--- src/rtl/core/itp_pkg.sv ---
// Shared types and constants for the ISO timestamp text parser.
// Used by itp_ctrl, itp_dpath and iso_timestamp_text_parser; no dependencies.
package itp_pkg;

  // Parse phase of the string.
  typedef enum logic [1:0] {
    PH_PREFIX = 2'd0,
    PH_FRAC   = 2'd1,
    PH_ZONE   = 2'd2
  } phase_e;

  // Commands from the controller to the datapath.
  typedef struct packed {
    logic step;   // take the presented character
    logic clear;  // return the parse state to its reset value
    logic load;   // copy the finished result into the output register
  } cmd_t;

  // Cycles that the arithmetic pipeline needs after the final character.
  localparam int unsigned CalcCycles = 8;
  localparam int unsigned CalcCntW   = $clog2(CalcCycles);

  // Shape of the date and time fields: 1 where a digit is required.
  localparam logic [0:9] DateShape = 10'b1111011011;
  localparam logic [0:8] TimeShape = 9'b011011011;

  localparam logic [7:0] ChrZero  = 8'h30;
  localparam logic [7:0] ChrNine  = 8'h39;
  localparam logic [7:0] ChrDot   = 8'h2e;
  localparam logic [7:0] ChrPlus  = 8'h2b;
  localparam logic [7:0] ChrMinus = 8'h2d;
  localparam logic [7:0] ChrColon = 8'h3a;
  localparam logic [7:0] ChrSpace = 8'h20;
  localparam logic [7:0] ChrTab   = 8'h09;
  localparam logic [7:0] ChrCr    = 8'h0d;
  localparam logic [7:0] ChrNul   = 8'h00;

  // Scale of the kept fraction digits to microseconds.
  function automatic logic [16:0] frac_scale(input logic [2:0] count);
    logic [16:0] s;
    unique case (count)
      3'd1:    s = 17'd100000;
      3'd2:    s = 17'd10000;
      3'd3:    s = 17'd1000;
      3'd4:    s = 17'd100;
      3'd5:    s = 17'd10;
      3'd6:    s = 17'd1;
      default: s = 17'd0;
    endcase
    return s;
  endfunction

endpackage

--- src/rtl/core/itp_ctrl.sv ---
// Controller of the ISO timestamp text parser: sequences character intake,
// the arithmetic wait and the output register. Depends on itp_pkg.
module itp_ctrl (
  input  logic          clk_i,
  input  logic          rst_ni,
  input  logic          in_valid_i,
  input  logic          last_char_i,
  output logic          in_ready_o,
  output logic          out_valid_o,
  input  logic          out_ready_i,
  output itp_pkg::cmd_t cmd_o
);

  typedef enum logic [1:0] {
    ST_IDLE,
    ST_CALC,
    ST_FIN
  } state_e;

  state_e                          state_q;
  logic [itp_pkg::CalcCntW-1:0]    cnt_q;
  logic                            out_valid_q;

  assign in_ready_o  = (state_q == ST_IDLE);
  assign out_valid_o = out_valid_q;

  always_comb begin
    cmd_o.step  = in_valid_i && (state_q == ST_IDLE);
    cmd_o.load  = (state_q == ST_FIN) && (!out_valid_q || out_ready_i);
    cmd_o.clear = cmd_o.load;
  end

  always_ff @(posedge clk_i or negedge rst_ni) begin
    if (!rst_ni) begin
      state_q     <= ST_IDLE;
      cnt_q       <= '0;
      out_valid_q <= 1'b0;
    end else begin
      if (cmd_o.load) begin
        out_valid_q <= 1'b1;
      end else if (out_ready_i) begin
        out_valid_q <= 1'b0;
      end
      unique case (state_q)
        ST_IDLE: begin
          if (in_valid_i && last_char_i) begin
            state_q <= ST_CALC;
            cnt_q   <= '0;
          end
        end
        ST_CALC: begin
          if (cnt_q == itp_pkg::CalcCntW'(itp_pkg::CalcCycles - 1)) begin
            state_q <= ST_FIN;
          end else begin
            cnt_q <= cnt_q + 1'b1;
          end
        end
        ST_FIN: begin
          if (cmd_o.load) begin
            state_q <= ST_IDLE;
          end
        end
        default: state_q <= ST_IDLE;
      endcase
    end
  end

endmodule

--- src/rtl/core/itp_dpath.sv ---
// Datapath of the ISO timestamp text parser: field accumulators, zone
// scanners, the epoch arithmetic pipeline and the result register.
// Depends on itp_pkg.
module itp_dpath (
  input  logic          clk_i,
  input  logic          rst_ni,
  input  itp_pkg::cmd_t cmd_i,
  input  logic [7:0]    character_i,
  output logic          valid_res_o,
  output logic [58:0]   epoch_micros_o
);

  typedef enum logic [1:0] {
    SC_LEAD,
    SC_NUM,
    SC_STOP
  } scan_e;

  typedef struct packed {
    scan_e      st;
    logic [6:0] acc;
    logic       neg;
  } scan_t;

  function automatic scan_t scan_num(input scan_t s, input logic [7:0] c);
    scan_t      r;
    logic       dig;
    logic [9:0] v;
    r   = s;
    dig = (c >= itp_pkg::ChrZero) && (c <= itp_pkg::ChrNine);
    v   = 10'(s.acc) * 10'd10 + 10'(c[3:0]);
    if (v > 10'd99) begin
      v = 10'd99;
    end
    unique case (s.st)
      SC_LEAD: begin
        if (c == itp_pkg::ChrSpace ||
            (c >= itp_pkg::ChrTab && c <= itp_pkg::ChrCr)) begin
          r.st = SC_LEAD;
        end else if (c == itp_pkg::ChrPlus) begin
          r.st = SC_NUM;
        end else if (c == itp_pkg::ChrMinus) begin
          r.st  = SC_NUM;
          r.neg = 1'b1;
        end else if (dig) begin
          r.st  = SC_NUM;
          r.acc = v[6:0];
        end else begin
          r.st = SC_STOP;
        end
      end
      SC_NUM: begin
        if (dig) begin
          r.acc = v[6:0];
        end else begin
          r.st = SC_STOP;
        end
      end
      default: r = s;
    endcase
    return r;
  endfunction

  // Parse state.
  logic [4:0]       pos_q, pos_d;
  itp_pkg::phase_e  phase_q, phase_d;
  logic [13:0]      year_q, year_d;
  logic [6:0]       month_q, month_d, day_q, day_d;
  logic [6:0]       hour_q, hour_d, minute_q, minute_d, second_q, second_d;
  logic [19:0]      frac_q, frac_d;
  logic [2:0]       fcnt_q, fcnt_d;
  logic             date_ok_q, date_ok_d, failed_q, failed_d;
  logic [2:0]       zidx_q, zidx_d;
  logic             colon_q, colon_d;
  scan_t            hscan_q, hscan_d, mscan_q, mscan_d;

  logic [7:0] c;
  logic       dig;
  logic [3:0] dv;
  logic       zone_do;
  logic [4:0] tpos;

  assign c   = character_i;
  assign dig = (c >= itp_pkg::ChrZero) && (c <= itp_pkg::ChrNine);
  assign dv  = c[3:0];
  assign tpos = pos_q - 5'd10;

  always_comb begin
    pos_d     = pos_q;
    phase_d   = phase_q;
    year_d    = year_q;
    month_d   = month_q;
    day_d     = day_q;
    hour_d    = hour_q;
    minute_d  = minute_q;
    second_d  = second_q;
    frac_d    = frac_q;
    fcnt_d    = fcnt_q;
    date_ok_d = date_ok_q;
    failed_d  = failed_q;
    zidx_d    = zidx_q;
    colon_d   = colon_q;
    hscan_d   = hscan_q;
    mscan_d   = mscan_q;
    zone_do   = 1'b0;
    if (cmd_i.clear) begin
      pos_d     = '0;
      phase_d   = itp_pkg::PH_PREFIX;
      year_d    = '0;
      month_d   = '0;
      day_d     = '0;
      hour_d    = '0;
      minute_d  = '0;
      second_d  = '0;
      frac_d    = '0;
      fcnt_d    = '0;
      date_ok_d = 1'b1;
      failed_d  = 1'b0;
      zidx_d    = '0;
      colon_d   = 1'b0;
      hscan_d   = '{st: SC_LEAD, acc: 7'd0, neg: 1'b0};
      mscan_d   = '{st: SC_LEAD, acc: 7'd0, neg: 1'b0};
    end else if (cmd_i.step) begin
      unique case (phase_q)
        itp_pkg::PH_PREFIX: begin
          if (pos_q < 5'd10) begin
            if (itp_pkg::DateShape[pos_q[3:0]]) begin
              if (!dig) date_ok_d = 1'b0;
            end else if (dig || c == itp_pkg::ChrNul) begin
              date_ok_d = 1'b0;
            end
            if (dig) begin
              if (pos_q < 5'd4) begin
                year_d = 14'(year_q * 14'd10 + 14'(dv));
              end else if (pos_q == 5'd5 || pos_q == 5'd6) begin
                month_d = 7'(month_q * 7'd10 + 7'(dv));
              end else if (pos_q == 5'd8 || pos_q == 5'd9) begin
                day_d = 7'(day_q * 7'd10 + 7'(dv));
              end
            end
          end else if (pos_q < 5'd19) begin
            if (itp_pkg::TimeShape[tpos[3:0]]) begin
              if (!dig) failed_d = 1'b1;
            end else if (dig || c == itp_pkg::ChrNul) begin
              failed_d = 1'b1;
            end
            if (dig) begin
              if (pos_q == 5'd11 || pos_q == 5'd12) begin
                hour_d = 7'(hour_q * 7'd10 + 7'(dv));
              end else if (pos_q == 5'd14 || pos_q == 5'd15) begin
                minute_d = 7'(minute_q * 7'd10 + 7'(dv));
              end else if (pos_q == 5'd17 || pos_q == 5'd18) begin
                second_d = 7'(second_q * 7'd10 + 7'(dv));
              end
            end
          end else if (c == itp_pkg::ChrDot) begin
            phase_d = itp_pkg::PH_FRAC;
          end else begin
            phase_d = itp_pkg::PH_ZONE;
            zone_do = 1'b1;
          end
        end
        itp_pkg::PH_FRAC: begin
          if (dig) begin
            if (fcnt_q < 3'd6) begin
              frac_d = 20'(frac_q * 20'd10 + 20'(dv));
              fcnt_d = fcnt_q + 3'd1;
            end
          end else if (c == itp_pkg::ChrPlus || c == itp_pkg::ChrMinus ||
                       c == itp_pkg::ChrNul) begin
            if (fcnt_q == 3'd0) begin
              failed_d = 1'b1;
            end else begin
              phase_d = itp_pkg::PH_ZONE;
              zone_do = 1'b1;
            end
          end else begin
            failed_d = 1'b1;
          end
        end
        default: zone_do = 1'b1;
      endcase
      if (zone_do) begin
        hscan_d = scan_num(hscan_q, c);
        if (zidx_q == 3'd3 && c == itp_pkg::ChrColon) colon_d = 1'b1;
        if (zidx_q >= 3'd4 && colon_q) mscan_d = scan_num(mscan_q, c);
        if (zidx_q < 3'd7) zidx_d = zidx_q + 3'd1;
      end
      if (pos_q < 5'd31) pos_d = pos_q + 5'd1;
    end
  end

  always_ff @(posedge clk_i or negedge rst_ni) begin
    if (!rst_ni) begin
      pos_q     <= '0;
      phase_q   <= itp_pkg::PH_PREFIX;
      year_q    <= '0;
      month_q   <= '0;
      day_q     <= '0;
      hour_q    <= '0;
      minute_q  <= '0;
      second_q  <= '0;
      frac_q    <= '0;
      fcnt_q    <= '0;
      date_ok_q <= 1'b1;
      failed_q  <= 1'b0;
      zidx_q    <= '0;
      colon_q   <= 1'b0;
      hscan_q   <= '{st: SC_LEAD, acc: 7'd0, neg: 1'b0};
      mscan_q   <= '{st: SC_LEAD, acc: 7'd0, neg: 1'b0};
    end else begin
      pos_q     <= pos_d;
      phase_q   <= phase_d;
      year_q    <= year_d;
      month_q   <= month_d;
      day_q     <= day_d;
      hour_q    <= hour_d;
      minute_q  <= minute_d;
      second_q  <= second_d;
      frac_q    <= frac_d;
      fcnt_q    <= fcnt_d;
      date_ok_q <= date_ok_d;
      failed_q  <= failed_d;
      zidx_q    <= zidx_d;
      colon_q   <= colon_d;
      hscan_q   <= hscan_d;
      mscan_q   <= mscan_d;
    end
  end

  // Arithmetic pipeline. It runs freely; the controller waits for it to
  // settle after the final character before loading the result.
  logic               s1_ok_q, s1_dok_q, s1_zneg_q;
  logic signed [14:0] s1_ym_q;
  logic [6:0]         s1_mp_q, s1_day_q;
  logic [18:0]        s1_hms_q;
  logic [19:0]        s1_frac_q;
  logic signed [13:0] s1_zmin_q;

  logic               s2_ok_q, s2_dok_q, s2_zneg_q;
  logic signed [14:0] s2_ym_q;
  logic signed [5:0]  s2_era_q;
  logic [13:0]        s2_t_q;
  logic [6:0]         s2_day_q;
  logic [18:0]        s2_hms_q;
  logic [19:0]        s2_frac_q;
  logic signed [40:0] s2_zoff_q;

  logic               s3_ok_q, s3_dok_q;
  logic [8:0]         s3_yoe_q;
  logic signed [12:0] s3_doy_q;
  logic signed [5:0]  s3_era_q;
  logic [18:0]        s3_hms_q;
  logic [19:0]        s3_frac_q;
  logic signed [40:0] s3_zoff_q;

  logic               s4_ok_q, s4_dok_q;
  logic signed [19:0] s4_doe_q;
  logic signed [23:0] s4_era146_q;
  logic [18:0]        s4_hms_q;
  logic [19:0]        s4_frac_q;
  logic signed [40:0] s4_zoff_q;

  logic               s5_ok_q;
  logic signed [23:0] s5_days_q;
  logic [18:0]        s5_hms_q;
  logic [19:0]        s5_frac_q;
  logic signed [40:0] s5_zoff_q;

  logic               s6_ok_q;
  logic signed [41:0] s6_secs_q;
  logic [19:0]        s6_frac_q;
  logic signed [40:0] s6_zoff_q;

  logic               s7_ok_q;
  logic signed [41:0] s7_phi_q;
  logic [39:0]        s7_plo_q;
  logic [19:0]        s7_frac_q;
  logic signed [40:0] s7_zoff_q;

  logic               s8_ok_q;
  logic [58:0]        s8_v_q;

  logic               res_valid_q;
  logic [58:0]        res_epoch_q;

  // Stage 1 terms.
  logic        m_le2;
  logic [36:0] frac_prod;
  logic [13:0] zh60;
  logic        ok_w;
  // Stage 2 terms.
  logic [20:0] era_prod;
  logic signed [40:0] zmin_x;
  // Stage 3 terms.
  logic signed [15:0] era400, yoe_w;
  logic [27:0]        t_prod;
  // Stage 4 terms.
  logic [17:0] y365;
  logic [13:0] c100_prod;
  // Stage 8 terms.
  logic signed [63:0] v_w;

  assign m_le2     = (month_q <= 7'd2);
  assign frac_prod = 37'(frac_q) * 37'(itp_pkg::frac_scale(fcnt_q));
  assign zh60      = 14'(hscan_q.acc) * 14'd60;
  assign ok_w      = !failed_q && (pos_q >= 5'd19) &&
                     !(phase_q == itp_pkg::PH_FRAC && fcnt_q == 3'd0);
  // Year over 400 as (year >> 4) * 1311 >> 15.
  assign era_prod  = 21'(s1_ym_q[13:4]) * 21'd1311;
  assign zmin_x    = 41'(s1_zmin_q);
  assign era400    = 16'(s2_era_q) * 16'sd400;
  assign yoe_w     = 16'(s2_ym_q) - era400;
  // Division by five as a multiply by 13108 and a shift of 16.
  assign t_prod    = 28'(s2_t_q) * 28'd13108;
  assign y365      = 18'(s3_yoe_q) * 18'd365;
  // Division by 100 as a multiply by 41 and a shift of 12.
  assign c100_prod = 14'(s3_yoe_q) * 14'd41;
  assign v_w       = (64'(s7_phi_q) <<< 20) + $signed(64'(s7_plo_q)) +
                     $signed(64'(s7_frac_q)) + 64'(s7_zoff_q);

  always_ff @(posedge clk_i) begin
    s1_ok_q   <= ok_w;
    s1_dok_q  <= date_ok_q;
    s1_zneg_q <= hscan_q.neg;
    s1_ym_q   <= $signed({1'b0, year_q}) - (m_le2 ? 15'sd1 : 15'sd0);
    s1_mp_q   <= m_le2 ? 7'(month_q + 7'd9) : 7'(month_q - 7'd3);
    s1_day_q  <= day_q;
    s1_hms_q  <= 19'(19'(hour_q) * 19'd3600 + 19'(minute_q) * 19'd60 +
                     19'(second_q));
    s1_frac_q <= frac_prod[19:0];
    s1_zmin_q <= mscan_q.neg ? $signed(zh60 - 14'(mscan_q.acc))
                             : $signed(zh60 + 14'(mscan_q.acc));

    s2_ok_q   <= s1_ok_q;
    s2_dok_q  <= s1_dok_q;
    s2_zneg_q <= s1_zneg_q;
    s2_ym_q   <= s1_ym_q;
    s2_era_q  <= s1_ym_q[14] ? -6'sd1 : $signed(era_prod[20:15]);
    s2_t_q    <= 14'(14'(s1_mp_q) * 14'd153 + 14'd2);
    s2_day_q  <= s1_day_q;
    s2_hms_q  <= s1_hms_q;
    s2_frac_q <= s1_frac_q;
    s2_zoff_q <= zmin_x * 41'sd60000000;

    s3_ok_q   <= s2_ok_q;
    s3_dok_q  <= s2_dok_q;
    s3_yoe_q  <= yoe_w[8:0];
    s3_doy_q  <= $signed({1'b0, t_prod[27:16]}) + $signed({6'b0, s2_day_q}) -
                 13'sd1;
    s3_era_q  <= s2_era_q;
    s3_hms_q  <= s2_hms_q;
    s3_frac_q <= s2_frac_q;
    // A plus sign subtracts the zone offset, a minus sign adds it.
    s3_zoff_q <= s2_zneg_q ? s2_zoff_q : -s2_zoff_q;

    s4_ok_q     <= s3_ok_q;
    s4_dok_q    <= s3_dok_q;
    s4_doe_q    <= $signed({2'b0, y365}) + $signed(20'(s3_yoe_q[8:2])) -
                   $signed(20'(c100_prod[13:12])) + 20'(s3_doy_q);
    s4_era146_q <= 24'(s3_era_q) * 24'sd146097;
    s4_hms_q    <= s3_hms_q;
    s4_frac_q   <= s3_frac_q;
    s4_zoff_q   <= s3_zoff_q;

    s5_ok_q   <= s4_ok_q;
    s5_days_q <= s4_dok_q ? (s4_era146_q + 24'(s4_doe_q) - 24'sd719468) : 24'sd0;
    s5_hms_q  <= s4_hms_q;
    s5_frac_q <= s4_frac_q;
    s5_zoff_q <= s4_zoff_q;

    s6_ok_q   <= s5_ok_q;
    s6_secs_q <= 42'(s5_days_q) * 42'sd86400 + $signed(42'(s5_hms_q));
    s6_frac_q <= s5_frac_q;
    s6_zoff_q <= s5_zoff_q;

    // Seconds to microseconds in two parts: the upper 22 bits and the lower 20 bits.
    s7_ok_q   <= s6_ok_q;
    s7_phi_q  <= 42'($signed(s6_secs_q[41:20])) * 42'sd1000000;
    s7_plo_q  <= 40'(s6_secs_q[19:0]) * 40'd1000000;
    s7_frac_q <= s6_frac_q;
    s7_zoff_q <= s6_zoff_q;

    s8_ok_q <= s7_ok_q;
    s8_v_q  <= s7_ok_q ? v_w[58:0] : 59'd0;

    if (cmd_i.load) begin
      res_valid_q <= s8_ok_q;
      res_epoch_q <= s8_v_q;
    end
  end

  assign valid_res_o    = res_valid_q;
  assign epoch_micros_o = res_epoch_q;

endmodule

--- src/rtl/core/iso_timestamp_text_parser.sv ---
// Top level of the ISO timestamp text parser: joins controller and datapath.
// Depends on itp_pkg, itp_ctrl and itp_dpath.
//
//   channel | direction | handshake              | payload
//   --------+-----------+------------------------+------------------------------
//   in      | input     | in_valid_i / in_ready_o | character_i, last_char_i
//   out     | output    | out_valid_o / out_ready_i | valid_res_o, epoch_micros_o
//
// A character is taken on every transfer while the controller is idle. After
// a transfer marked as the last character, intake stops while the epoch
// arithmetic pipeline settles; then the result is loaded into the output
// register. The output register lets characters of the next string be taken
// while a result waits. Reset is asynchronous and active low; it returns the
// parser to the start of a string. A stalled output holds the controller
// until the register is free.
module iso_timestamp_text_parser (
  input  logic        clk_i,
  input  logic        rst_ni,
  input  logic        in_valid_i,
  output logic        in_ready_o,
  input  logic [7:0]  character_i,
  input  logic        last_char_i,
  output logic        out_valid_o,
  input  logic        out_ready_i,
  output logic        valid_res_o,
  output logic signed [58:0] epoch_micros_o
);

  // Commands that steer the datapath: take a character, clear the parse
  // state, and load the output register once the arithmetic has settled.
  itp_pkg::cmd_t cmd;
  logic [58:0]   epoch_w;

  itp_ctrl u_ctrl (
    .clk_i       (clk_i),
    .rst_ni      (rst_ni),
    .in_valid_i  (in_valid_i),
    .last_char_i (last_char_i),
    .in_ready_o  (in_ready_o),
    .out_valid_o (out_valid_o),
    .out_ready_i (out_ready_i),
    .cmd_o       (cmd)
  );

  // The datapath holds the field accumulators, the zone scanners, the
  // days-from-civil and microsecond pipeline, and the output register.
  itp_dpath u_dpath (
    .clk_i          (clk_i),
    .rst_ni         (rst_ni),
    .cmd_i          (cmd),
    .character_i    (character_i),
    .valid_res_o    (valid_res_o),
    .epoch_micros_o (epoch_w)
  );

  assign epoch_micros_o = $signed(epoch_w);

`ifndef SYNTHESIS
  // A string that failed to parse reports a zero value.
  a_invalid_zero: assert property (@(posedge clk_i) disable iff (!rst_ni)
    out_valid_o && !valid_res_o |-> epoch_micros_o == 59'sd0)
    else $error("invalid result with non-zero value");

  // The final character stops intake until the result is loaded.
  a_last_blocks: assert property (@(posedge clk_i) disable iff (!rst_ni)
    in_valid_i && in_ready_o && last_char_i |=> !in_ready_o)
    else $error("intake continued after final character");

  // A new result only appears while intake is held.
  a_load_held: assert property (@(posedge clk_i) disable iff (!rst_ni)
    $rose(out_valid_o) |-> $past(!in_ready_o))
    else $error("result loaded while characters were being taken");
`endif

endmodule
--- config.mk ---
export PLATFORM = sky130hd
export DESIGN_NAME = iso_timestamp_text_parser
export DESIGN_NICKNAME = d
export VERILOG_FILES = /design/src/rtl/core/itp_pkg.sv /design/src/rtl/core/itp_ctrl.sv /design/src/rtl/core/itp_dpath.sv /design/src/rtl/core/iso_timestamp_text_parser.sv
export SDC_FILE = /design/constraint.sdc
export NUM_CORES = 2
export LEC_CHECK = 0
export BUFFER_PORTS_ARGS = -buffer_cell sky130_fd_sc_hd__buf_2
export CAP_MARGIN = 10
export CORE_UTILIZATION = 30
export DETAILED_ROUTE_END_ITERATION = 10
export HOLD_SLACK_MARGIN = 0.02
export PLACE_DENSITY = 0.43
export REMOVE_ABC_BUFFERS = 1
export SLEW_MARGIN = 40
export SYNTH_ARGS = -nofsm -noshare
export SYNTH_HDL_FRONTEND = slang
export SYNTH_HIERARCHICAL = 1
export SYNTH_SLANG_ARGS = --single-unit
--- constraint.sdc ---
create_clock -name clk_i -period 10.7 [get_ports clk_i]
set_clock_uncertainty 0.2 [all_clocks]
set_input_delay 2.14 -clock clk_i [delete_from_list [all_inputs] [get_ports clk_i]]
set_output_delay 2.14 -clock clk_i [all_outputs]
set_load 0.005 [all_outputs]
* Word-level counts from Yosys, hierarchy flattened *
Memories as Yosys holds them, arrays and structs flattened.
Index checks and enable logic that the tools add are counted.

word-level totals
  flip-flop bits (word level) = 1001
  memory bits (read-only) = 32
  input port bits = 13
  output and inout port bits = 62
  word-level logic and storage cells = 437
  memories = 2

memory list
  memory           words  bits a word  rd ports  clocked after Yosys merged registers in  wr ports  RTL line          RTL
  (no name shown)  16     1            1         0                                        0         itp_dpath.sv:142  if (itp_pkg::TimeShape[tpos[3:0]]) begin
  (no name shown)  16     1            1         0                                        0         itp_dpath.sv:127  if (itp_pkg::DateShape[pos_q[3:0]]) begin

operators by class
  add/sub/neg operators = 35
  $mul = 24
  order comparisons = 17
  equal/unequal tests = 57
  multiplexer cells = 147
  bitwise operators = 2
  reduce and logical (&&, ||, !) cells = 77

operators by type and width
  kind                                                                   count
  7-bit 2-to-1 mux                                                       46
  59-bit by 41-bit adder with 59-bit output                              2
  17-bit one-hot mux with 6 select lines                                 1
  20-bit 2-to-1 mux                                                      5
  14-bit 2-to-1 mux                                                      7
  10-bit 2-to-1 mux                                                      7
  59-bit by 21-bit adder with 59-bit output                              1
  2-bit nonzero test                                                     23
  42-bit by 20-bit adder with 42-bit output                              1
  41-bit 2-to-1 mux                                                      1
  41-bit negation                                                        1
  8-bit by 6-bit equality test with 1-bit output, second input constant  5
  1-bit 2-to-1 mux                                                       39
  3-bit inequality test, second input constant                           13
  9-bit one-hot mux with 2 select lines                                  2
  7-bit by 4-bit adder with 7-bit output                                 5
  24-bit by 11-bit multiplier with 35-bit output, second input constant  1
  7-bit by 3-bit multiplier with 6-bit output, second input constant     5
  7-bit AND reduction                                                    5
  20-bit by 14-bit multiplier with 34-bit output, second input constant  1
  14-bit by 19-bit multiplier with 33-bit output, second input constant  1
  22-bit by 15-bit multiplier with 33-bit output, second input constant  1
  3-bit 2-to-1 mux                                                       11
  2-bit 2-to-1 mux                                                       16
  other kinds (80)                                                       159

* Depth between registers and ports, before layout *
  word-level depth = 13
  gate-level depth with buffers = 36
  mapped depth without buffers = 36

* Hierarchy *
Netlist, hierarchy kept.

modules (own cells, without submodules)
  module     instances  cells an instance  area each (sq um)  sequential area each (sq um)
  itp_dpath  1          7052               72305.6            20245.7
  itp_ctrl   1          26                 295.3              150.1

* Worst setup path after synthesis *
No wires, ideal clock.

  path type = flip-flop to flip-flop
  start = register u_dpath.s3_yoe_q[3]
  end = register u_dpath.s4_doe_q[18]
  setup time = 0.072 ns
  data arrival time = 6.779 ns
  required time = 10.428 ns
  path slack = 3.649 ns
  stages on the path, launching flop included = 37
  buffers on the path = 0
  period minus slack after synthesis = 7.051 ns
  cells stage by stage = dfxtp_1 > ha_1 > inv_1 > fa_1 > inv_1 > ha_1 > ha_1 > nand4_1 > o21bai_1 > a21o_1 > a21o_1 > a21o_1 > a21o_1 > a21oi_1 > nor2b_1 > nor2_1 > xnor2_1 > ha_1 > inv_1 > ha_1 > inv_1 > ha_1 > inv_1 > fa_1 > inv_1 > ha_1 > fa_1 > a21o_1 > a21oi_1 > o21bai_1 > a21oi_1 > o21ai_0 > a211oi_1 > o21ai_0 > a31o_2 > a21oi_1 > xnor2_1

between the ends
  longest elaborated chain between the ends = 4
  elaborated cells between the ends (all ways) = 5
  classes of those cells = add/sub (3); mul (2)

ends and longest elaborated chain
  what                                             RTL line          RTL
  start, declared                                  itp_dpath.sv:250  logic [8:0] s3_yoe_q;
  start signal, assigned                           itp_dpath.sv:348  s3_yoe_q <= yoe_w[8:0];
  9-bit by 9-bit multiplier with 18-bit output     itp_dpath.sv:316  assign y365 = 18'(s3_yoe_q) * 18'd365;
  18-bit by 7-bit adder with 19-bit output         itp_dpath.sv:359  s4_doe_q <= $signed({2'b0, y365}) + $signed(20'(s3_yoe_q[8:2])) -
  20-bit by 3-bit subtractor with 20-bit output *  itp_dpath.sv:359
  20-bit by 13-bit adder with 20-bit output *      itp_dpath.sv:360  $signed(20'(c100_prod[13:12])) + 20'(s3_doy_q);
  end signal, assigned                             itp_dpath.sv:359
  end, declared                                    itp_dpath.sv:258  logic signed [19:0] s4_doe_q;

Mark *: on every way between the ends. The rest lies on a longest branch, timed or not.
A chain may end at the register's enable or synchronous reset.

* Worst setup path in the final report *
  start = register u_dpath.fcnt_q[1]
  end = register u_dpath.s1_frac_q[19]

between the ends
  longest elaborated chain between the ends = 3
  elaborated cells between the ends (all ways) = 8
  classes of those cells = mul (1); eq/ne (6); mux (1)

ends and longest elaborated chain
  what                                              RTL line          RTL
  start, declared                                   itp_dpath.sv:71   logic [2:0] fcnt_q, fcnt_d;
  start signal, assigned                            itp_dpath.sv:221  fcnt_q <= fcnt_d;
  3-bit equality test (tied with other cells)       itp_pkg.sv:41     unique case (count)
  17-bit one-hot mux with 6 select lines *          itp_pkg.sv:41
  20-bit by 17-bit multiplier with 20-bit output *  itp_dpath.sv:305  assign frac_prod = 37'(frac_q) * 37'(itp_pkg::frac_scale(fcnt_q));
  via u_dpath.frac_prod[19]                         itp_dpath.sv:289  logic [36:0] frac_prod;
  end signal, assigned                              itp_dpath.sv:331  s1_frac_q <= frac_prod[19:0];
  end, declared                                     itp_dpath.sv:237  logic [19:0] s1_frac_q;

The timed path passes the listed nets; every way through them passes the cells marked *.

==> results.json <==
{
  "hpwl_um": 127000,
  "required_ns": 11.19,
  "fillers": 24500,
  "firstDrtPassIters": 5,
  "start_util": 0.302,
  "wl_per_cell_um": 14.9,
  "clk_path_buf_depth": 3,
  "clock-sinks": 961,
  "cts_hold_buffers": 0,
  "antenna_found_initial": 6,
  "multi_input_area_um2": 47200,
  "htreeDepth": 3,
  "area_delta_synth_final_pct": 11.5,
  "drive_gt1_frac": 0.0505,
  "post-route-period-util": 0.733,
  "finalSetupViolCount": 0,
  "critPathCaptureType": "register",
  "pin_count": 75,
  "std_cell_rows": 180,
  "worst-setup-path-type": "register to register",
  "dieArea_um2": 244000,
  "viasPerCell": 4.43,
  "drc": 0,
  "grt_pass1_wl_um": 259000,
  "ys_async_sr_fraction": 0.116,
  "tritoncts": "done",
  "place_area_um2": 76800,
  "worstMarginPinSlew_ns": 0.822,
  "arrival_ns": 8.33,
  "seq_area_um2": 20400,
  "final_common_cell": "ha_1",
  "synth_edf_count": 60,
  "maxCapViolations": 0,
  "coreArea_um2": 241000,
  "max-slew-margin-rel": 0.448,
  "path_max_fanout": 17,
  "place_ws_ns": 2.86,
  "vias": 46500,
  "grt_max_degree": 84,
  "fin_ws_ns": 2.86,
  "first_iter_violations": 1707,
  "slew_violations": 0,
  "start_kind": "register",
  "postRouteAntennaNets": 0,
  "mostFrequentLayoutCells": "ha_1 (1,296), inv_1 (1,252), dfxtp_1 (789)",
  "status": "finished, final reports clean",
  "syn_area_um2": 72600,
  "clk_latency_ns": 0.79,
  "cts_root_buffer": "clkbuf_16",
  "wirelength_um": 157000,
  "fmax_mhz": 128,
  "clk_pin_slew_worst_paths_ns": 0.06,
  "die_w_um": 494,
  "grt-ovfl-total": 0,
  "place.port_buffers": 74,
  "min_path_type": "register to register",
  "synthFlopType": "dfxtp_1",
  "grt_pass1_vias": 48900,
  "syn_area_per_cell_um2": 10.3,
  "rsz0062_at_grt": "no",
  "period_needed_ns": 7.84,
  "track_usage": 0.131,
  "cts_resized": 0,
  "fp.dieH_um": 494,
  "hold_violations": 0,
  "postCtsSetupBuffers": 0,
  "nets": 9175,
  "place_congestion": 0.793,
  "synth-seq-cells": 961,
  "fin_area_um2": 81000,
  "synth.distinct_cells": 102,
  "synthCells": 7078,
  "yosysWarnings": 6,
  "cts-buffers-inserted": 115,
  "synth_seq_area_share": 0.281
}
-- layer usage --
| metal | part of all wire | wire length, µm | vias to the layer above | track usage |
|---|---|---|---|---|
| met5 | 0.00016 | 25 | - | 0 |
| met4 | 0.021 | 3330 | 4 | 0.0314 |
| met3 | 0.026 | 4120 | 176 | 0.0176 |
| met2 | 0.47 | 73100 | 413 | 0.219 |
| met1 | 0.49 | 76100 | 22300 | 0.177 |
| li1 | - | - | 23600 | - |
-- cell usage after synthesis (16+ instances only) --
library cell / n / area [µm²]
inv_1: 1253 / 4700
ha_1: 1296 / 16200
o211ai_1: 22 / 165
nor4_1: 20 / 125
nor2b_1: 48 / 300
edfxtp_1: 60 / 1800
a21o_1: 157 / 1180
fa_1: 662 / 13300
a21oi_1: 297 / 1490
xnor2_1: 323 / 2830
a211oi_1: 19 / 143
a31oi_1: 38 / 238
dfrtp_1: 110 / 2750
nand4_1: 29 / 181
nand2b_1: 43 / 269
xor2_1: 177 / 1550
and2_1: 99 / 619
or2_2: 16 / 100
nor3b_1: 18 / 135
nor3_1: 98 / 490
a21boi_0: 16 / 120
o31ai_1: 37 / 278
o21a_1: 54 / 405
clkbuf_1: 72 / 270
nand2_1: 349 / 1310
o21bai_1: 52 / 390
mux2i_1: 19 / 190
nand3_1: 77 / 385
dfxtp_1: 790 / 15800
a22o_1: 19 / 166
o21ai_0: 208 / 1040
nor2_1: 284 / 1070
and3_1: 70 / 438
or3_1: 29 / 181
-- cell families after synthesis --
group	Yosys count	share of synthesized area
AND/OR/NAND/NOR	1234	0.0839
buffers and inverters	1341	0.0697
adder cells (fa/ha/maj)	1958	0.406
AO/OA/AOI/OAI	1054	0.0948
flip-flops	961	0.281
multiplexers	29	0.00417
XOR/XNOR	501	0.0606
-- flip-flops by register name, summed over array words and instances, names as in the netlist, 20 cells and up --
register / count
u_dpath/s5_frac_q: 20
u_dpath/s4_frac_q: 20
u_dpath/s4_zoff_q: 33
u_dpath/s6_secs_q: 42
u_dpath/s3_zoff_q: 33
u_dpath/s4_era146_q: 24
u_dpath/s7_phi_q: 33
u_dpath/s8_v_q: 59
u_dpath/s7_frac_q: 20
u_dpath/s7_plo_q: 34
u_dpath/frac_q: 20
u_dpath/s4_doe_q: 20
u_dpath/s2_zoff_q: 33
u_dpath/s6_frac_q: 20
u_dpath/epoch_micros_o: 59
u_dpath/s3_frac_q: 20
u_dpath/s2_frac_q: 20
u_dpath/s5_days_q: 24
u_dpath/s7_zoff_q: 33
u_dpath/s5_zoff_q: 33
u_dpath/s6_zoff_q: 33
u_dpath/s1_frac_q: 20
-- through the flow --
step	hold WS [ns]	utilization	std cells	setup TNS, ns
6_report	0.0858	0.337	10500	0
5_1_grt	0.0948	0.337	10500	0
4_1_cts	0.0886	0.337	10500	0
3_5_place_dp	0.112	0.319	10300	0
3_3_place_gp	0.110	0.319	10300	0
2_1_floorplan	0.110	-	6991	-23.60
-- final cells by class --
cell class	count	area share
diodes	4	0.000124
clock buffers	159	0.0409
clock inverters	60	0.0101
inverters	1254	0.0581
multi-input cells	4776	0.583
flip-flops and latches	961	0.252
well taps	3185	0.0492
repair buffers	96	0.00688
-- worst max-delay path, stage by stage, from the launching register on --
cell and delay, ns:
dfrtp_1 0.54, inv_1 0.13, ha_1 0.28, and2_1 0.38, nand2b_1 0.53, o21ai_0 0.28, nand2_1 0.34, and2_1 0.32
fa_1 0.53, inv_1 0.05, fa_1 0.56, fa_1 0.44, fa_1 0.49, inv_1 0.05, fa_1 0.53, inv_1 0.06
fa_1 0.52, inv_1 0.04, ha_1 0.31, or2_2 0.29, o31a_1 0.12, a41o_1 0.28, a21o_1 0.18, a21oi_1 0.17
xnor2_1 0.13
-- worst paths after layout --
kind,start,to,slack [ns],cells past startpoint
worst max-delay path,u_dpath/fcnt_q[1]$_DFFE_PN0P_,u_dpath/s1_frac_q[19]$_DFF_P_,2.86,24
worst min-delay path,u_dpath/s2_hms_q[9]$_DFF_P_,u_dpath/s3_hms_q[9]$_DFF_P_,0.09,0
worst max register to register,u_dpath/fcnt_q[1]$_DFFE_PN0P_,u_dpath/s1_frac_q[19]$_DFF_P_,2.86,24
worst min register to register,u_dpath/s2_hms_q[9]$_DFF_P_,u_dpath/s3_hms_q[9]$_DFF_P_,0.09,0
max in group asynchronous,rst_ni,u_dpath/zidx_q[0]$_DFFE_PN0P_,8.04,2
min in group asynchronous,rst_ni,u_dpath/year_q[4]$_DFFE_PN0P_,1.24,1
Power is not shown: default switching activity piles up to over one toggle a cycle in this logic, so the estimate is an artifact.
